--- src/sv/adaptive_scalar_kalman_filter_macros.svh ---
// ----------------------------------------------------------------------------
// Assertion macros for the adaptive scalar Kalman filter
// Shared concurrent-assertion wrappers used at the end of the top level.
// ----------------------------------------------------------------------------
`ifndef ADAPTIVE_SCALAR_KALMAN_FILTER_MACROS_SVH
`define ADAPTIVE_SCALAR_KALMAN_FILTER_MACROS_SVH

// implication checked on every rising clock edge outside reset
`define ASKF_ASSERT_IMPL(label, clk, rst_n, ante, cons) \
    label: assert property (@(posedge clk) disable iff (!rst_n) (ante) |-> (cons)) \
        else $error("assertion failed");

// next-cycle implication checked outside reset
`define ASKF_ASSERT_NEXT(label, clk, rst_n, ante, cons) \
    label: assert property (@(posedge clk) disable iff (!rst_n) (ante) |=> (cons)) \
        else $error("assertion failed");

`endif

--- src/sv/askf_pkg.sv ---
// ----------------------------------------------------------------------------
// askf_pkg
// Types and constants shared by the adaptive scalar Kalman filter.
// ----------------------------------------------------------------------------
`default_nettype none
package askf_pkg;
    localparam int unsigned CFG_IDX_W = 3;
    localparam logic [CFG_IDX_W-1:0] REG_INIT_EST  = 3'd0;
    localparam logic [CFG_IDX_W-1:0] REG_INIT_VAR  = 3'd1;
    localparam logic [CFG_IDX_W-1:0] REG_BASE_Q    = 3'd2;
    localparam logic [CFG_IDX_W-1:0] REG_MEAS_R    = 3'd3;
    localparam logic [CFG_IDX_W-1:0] REG_THRESH    = 3'd4;
    localparam logic [CFG_IDX_W-1:0] REG_RAISE     = 3'd5;
    localparam logic [CFG_IDX_W-1:0] REG_DECAY     = 3'd6;
    localparam logic [CFG_IDX_W-1:0] REG_Q_MAX     = 3'd7;

    localparam logic [31:0] U32MAX = 32'hFFFF_FFFF;

    typedef enum logic [3:0] {
        S_IDLE,
        S_HIST,
        S_PAIR,
        S_THR,
        S_NOISE,
        S_PRED,
        S_DIV,
        S_CORR,
        S_VAR,
        S_OUT
    } t_state;

    // multiplier operand select
    typedef enum logic [2:0] {
        M_DIFF,
        M_THR,
        M_NOISE,
        M_CORR,
        M_VAR
    } t_mul_sel;

    typedef struct packed {
        logic        start;
        logic [32:0] num;
        logic [32:0] den;
    } t_div_req;

    typedef struct packed {
        logic        done;
        logic [16:0] quo;
    } t_div_rsp;
endpackage
`default_nettype wire

--- src/sv/askf_div.sv ---
// ----------------------------------------------------------------------------
// askf_div
// Restoring serial divider: gain = floor(P * 65536 / den), one bit a cycle.
// ----------------------------------------------------------------------------
`default_nettype none
module askf_div (
    input  wire logic              i_clk,
    input  wire logic              i_rst_n,
    input  wire askf_pkg::t_div_req i_req,
    output askf_pkg::t_div_rsp     o_rsp
);
    import askf_pkg::*;

    // quotient is at most 65536, needs 17 bits
    logic [33:0] r_rem;
    logic [32:0] r_den;
    logic [16:0] r_quo;
    logic [4:0]  r_cnt;
    logic        r_busy;
    logic        r_done;
    logic [16:0] r_num_lo;
    logic [33:0] n_trial;
    logic [33:0] n_shift;

    // num << 16 has bits 48:0; top 32 bits (48:17) seed remainder
    always_comb begin
        n_shift = {r_rem[32:0], r_num_lo[16]};
        n_trial = n_shift - {1'b0, r_den};
    end

    always_ff @(posedge i_clk) begin
        if (!i_rst_n) begin
            r_busy <= 1'b0;
            r_done <= 1'b0;
            r_cnt  <= '0;
        end else begin
            r_done <= 1'b0;
            if (i_req.start) begin
                r_busy <= 1'b1;
                r_cnt  <= 5'd17;
            end else if (r_busy) begin
                r_cnt <= r_cnt - 5'd1;
                if (r_cnt == 5'd1) begin
                    r_busy <= 1'b0;
                    r_done <= 1'b1;
                end
            end
        end
    end

    always_ff @(posedge i_clk) begin
        if (i_req.start) begin
            r_rem    <= {2'b00, i_req.num[32:1]};
            r_num_lo <= {i_req.num[0], 16'd0};
            r_den    <= i_req.den;
            r_quo    <= '0;
        end else if (r_busy) begin
            r_num_lo <= {r_num_lo[15:0], 1'b0};
            if (!n_trial[33]) begin
                r_rem <= n_trial;
                r_quo <= {r_quo[15:0], 1'b1};
            end else begin
                r_rem <= n_shift;
                r_quo <= {r_quo[15:0], 1'b0};
            end
        end
    end

    assign o_rsp.done = r_done;
    assign o_rsp.quo  = r_quo;
endmodule
`default_nettype wire

--- config.mk ---
export PLATFORM = sky130hd
export DESIGN_NAME = askf_div
export DESIGN_NICKNAME = d
export VERILOG_FILES = /design/src/sv/adaptive_scalar_kalman_filter_macros.svh /design/src/sv/askf_pkg.sv /design/src/sv/askf_div.sv
export SDC_FILE = /design/constraint.sdc
export NUM_CORES = 1
export LEC_CHECK = 0
export BUFFER_PORTS_ARGS = -buffer_cell sky130_fd_sc_hd__buf_4
export CAP_MARGIN = 0
export CORE_MARGIN = 5
export CORE_UTILIZATION = 50
export CTS_BUF_LIST = sky130_fd_sc_hd__clkbuf_4
export CTS_CLUSTER_DIAMETER = 60
export DETAILED_ROUTE_END_ITERATION = 7
export PLACE_DENSITY = 0.72
export RECOVER_POWER = 50
export SYNTH_ARGS = -nofsm -noshare
export SYNTH_HDL_FRONTEND = slang
export SYNTH_SLANG_ARGS = --single-unit
--- constraint.sdc ---
create_clock -name i_clk -period 3.8 [get_ports i_clk]
set_input_delay 0.57 -clock i_clk [delete_from_list [all_inputs] [get_ports i_clk]]
set_output_delay 0.57 -clock i_clk [all_outputs]
set_load 0.05 [all_outputs]
==> summary.txt <==
Floorplanning
  – Die Y: 116 um
  – DIE AREA: between 10000 and 15000 um^2
  – Core Footprint: 10900 um^2
  – Ports: 87
  – # rows: 38
  – Die Wd: 116 um
  – Starting Density: 51.4%

Finish
  – Final Net Count: roughly 740
  – Core Util, Final: 59.2%
  – Commonest non-fill, non-tap cell in the layout: edfxtp_1
  – Synthesis-to-finish area growth: 15.1%
  – Layout cells sized above 1: 18.7%
  – N_diodes: 0
  – Most frequent cells in the layout: edfxtp_1, nor2_1, buf_4

Clocking
  – Root buffer cell: clkbuf_4
  – # Post-CTS Setup Buffers: 0
  – Clock transition at path regs: about 0.16 ns
  – Post-CTS sizing: 0
  – Clock latency at the later pin of the worst-skew pair: 0.47 ns
  – Clock tree sinks: between 90 and 100
  – Hold buffers post-CTS: 0
  – CTS HTree Levels: 3
  – TritonCTS clock tree: yes
  – CTS buffer count: 9
  – Clock Path Buffers: 2

Hold path
  – Hold depth: 1
  – Hold EP: r_den[5]
  – Tightest Hold Check Type: input pin to register
  – Worst hold start: i_req[5]

Worst setup path
  – Worst path bufs/invs: 0
  – Critical path class: register to register
  – Slowest-stage cell, CP: or4b_4
  – Worst r2r src: r_rem[7]
  – Reg2reg setup slack: 0.49 ns
  – R2R Path End: r_rem[21]
  – Critical Path RT: 4.05 ns
  – Worst-path fanout max: 17
  – Startpoint Class: register
  – R2R depth: 9
  – Critical Path AT: 3.56 ns
  – CP cell instances: ha_1 > a21o_1 > a221o_1 > a21oi_4 > nor2_2 > or4b_4 > nand3_2 > nor4b_1 > nor4_1
  – Critical path endpoint category: register
  – Delay-heaviest family, CP: simple AND/OR/NAND/NOR gates
  – CP max stage delay: between 0.5 and 0.6 ns

GRT
  – Wire length of the first global-routing pass: between 20000 and 25000 um
  – Largest net degree at the start of global routing: between 40 and 50
  – Global route overflow: 0
  – Vias in the first global route: 4437
  – Antenna violations before repair: 0
  – GRT Overall Usage: between 10% and 20%

Timing
  – Fin crit share: between 80% and 90%
  – Tightest Pin Transition: 2.06 ns
  – Final-report max-slew violation count: 44
  – Fin crit period: 3.31 ns
  – Final hold vios: 0
  – RSZ-0062 raised after global routing: false
  – Worst slew margin: -37.2%
  – Max Clk Rate: 302 MHz
  – Worst Clk Skew: ~0.021 ns
  – Final setup violation count: 0
  – Final setup TNS: 0 ns

Synth
  – Synth warn: 0
  – Post-synthesis instance area: around 5600 um^2
  – Syn Inst Count: 559
  – FF+latch count, synth: 91
  – Post-synth EDFFs: 66
  – Sequential share of the synthesized area: 44.2%
  – Main flop type after synthesis: edfxtp_1
  – Library cells used by synthesis: 67
  – Syn_area_per_cell: 10.1 um^2
  – Post-synthesis async set-or-reset flop share: 0%
  – Synthesized Nets: approximately 660

Pwr
  – Worst vdd ir: roughly 270 uV
  – Switching power total: 1.49 mW
  – Power Internal: around 2.2 mW
  – Combinational share of power: ~50%
  – Tot Pwr: 3.74 mW
  – Pleak: approximately 2.8 nW
  – P per Cell Area: a little under 600 nW/um^2
  – Switch share: between 30% and 40%
  – Clock Power Share: 13.7%
  – Share of power burned in registers: 36.0%

Route
  – DRT Pass-1 Iters: 5
  – Drt total wl: 12400 um
  – Vias/cell: 5.63
  – DRC violations left: 0
  – Vias: around 4400
  – Final ANT Viol Nets: 0
  – Initial drt markers: roughly 310
  – Drt wl/cell: 15.8 um

Place
  – Routability Congestion: 0.916
  – DP HPWL: 9200 um
  – I/O Buffers: between 80 and 90

Run status
  – Violated checks: max-capacitance violations, max-slew violations
  – Status: finished with violations

Flow run
  – Max cap viols: 1
## cells by family (layout without fill, tap and decap cells)
family | count (synthesis) | in the layout | share of synthesized area (%)
muxes | 42 | 42 | 7.50
AOI/OAI and AO/OA | 138 | 138 | 16.3
DFF | 91 | 91 | 44.2
and+or+nand+nor | 156 | 156 | 14.4
buffers and inverters | 69 | 153 | 5.30
adders and majority gates | 36 | 36 | 8.15
xor gates and xnor gates | 27 | 27 | 4.21
## cells in the mapped netlist, types with 3 or more instances
master / number / area share [%]
a2bb2oi_1: 3 / 0.47
nor2_1: 57 / 3.8
or3_1: 4 / 0.45
nand4_1: 4 / 0.45
mux2i_1: 41 / 7.3
nor4_1: 5 / 0.56
o21a_1: 3 / 0.40
nand2_1: 25 / 1.7
a211oi_1: 4 / 0.53
o21ai_0: 15 / 1.3
o31ai_1: 3 / 0.40
o211ai_1: 7 / 0.94
clkbuf_1: 15 / 1.0
a21boi_0: 3 / 0.40
and2_1: 4 / 0.45
edfxtp_1: 66 / 35
ha_1: 35 / 7.8
inv_1: 45 / 3.0
a31oi_1: 6 / 0.67
nand2b_1: 7 / 0.78
a21o_1: 21 / 2.8
a21oi_1: 49 / 4.4
nor4b_1: 8 / 1.2
and4_1: 3 / 0.47
buf_1: 3 / 0.20
xnor2_1: 19 / 3.0
xor2_1: 8 / 1.2
dfxtp_1: 25 / 8.9
nor2b_1: 3 / 0.33
nand3_1: 7 / 0.62
and3_1: 9 / 1.0
nor3_1: 10 / 0.89
## power by group through the flow
stage / combinational, mW / clock (mW) / sequential (mW)
after detailed placement: 1.86 / 0 / 1.37
final: 1.88 / 0.514 / 1.35
after global placement: 1.82 / 0 / 1.36
after global routing: 2.10 / 0.567 / 1.37
after floorplan: 1.56 / 0 / 1.35
after CTS: 1.88 / 0.531 / 1.35
## through the flow
stage / hold WS, ns / worst slack (ns) / instances / area, um^2
finish: 0.283 / 0.493 / 783 / 6470
global route: 0.253 / 0.205 / 783 / 6470
global placement: 0.478 / 0.648 / 767 / 6350
floorplan: 0.468 / 0.804 / 559 / 5620
CTS: 0.233 / 0.497 / 783 / 6470
detailed placement: 0.489 / 0.547 / 767 / 6350
## per-layer routing
layer / part of all wire (%) / up-vias / routed length, um / global-route usage (%)
met5: 0 / - / 0 / 0
met3: 6.1 / 12 / 758 / 3.08
met2: 48 / 121 / 5950 / 32.1
li1: - / 2205 / - / -
met4: 1.6 / 0 / 197 / 6.96
met1: 44 / 2067 / 5470 / 25.4
## layout make-up
class / count / area (um^2)
Inverter: 46 / 173
Fill cell: 983 / 4470
Tap cell: 140 / 175
Sequential cell: 91 / 2480
Clock buffer: 10 / 75.1
Timing Repair Buffer: 91 / 677
Multi-Input combinational cell: 399 / 2840
Clock inverter: 6 / 47.5
## registers in the layout (all words and copies together) (netlist names)
| signal | flops |
|---|---|
| r_rem | 33 |
| r_busy | 1 |
| r_quo | 17 |
| r_done | 1 |
| r_den | 33 |
| r_num_lo | 1 |
| r_cnt | 5 |
## worst max-delay path by stage
stage,start,to,cells past startpoint
after floorplan,r_rem[7],r_rem[0],10
after global placement,r_rem[7],r_rem[0],9
after detailed placement,r_rem[7],r_rem[21],9
after CTS,r_num_lo[16],r_rem[26],12
after global routing,r_rem[9],r_rem[21],9
final,r_rem[7],r_rem[21],9
Note: power is estimated with default switching activity, not from simulation.
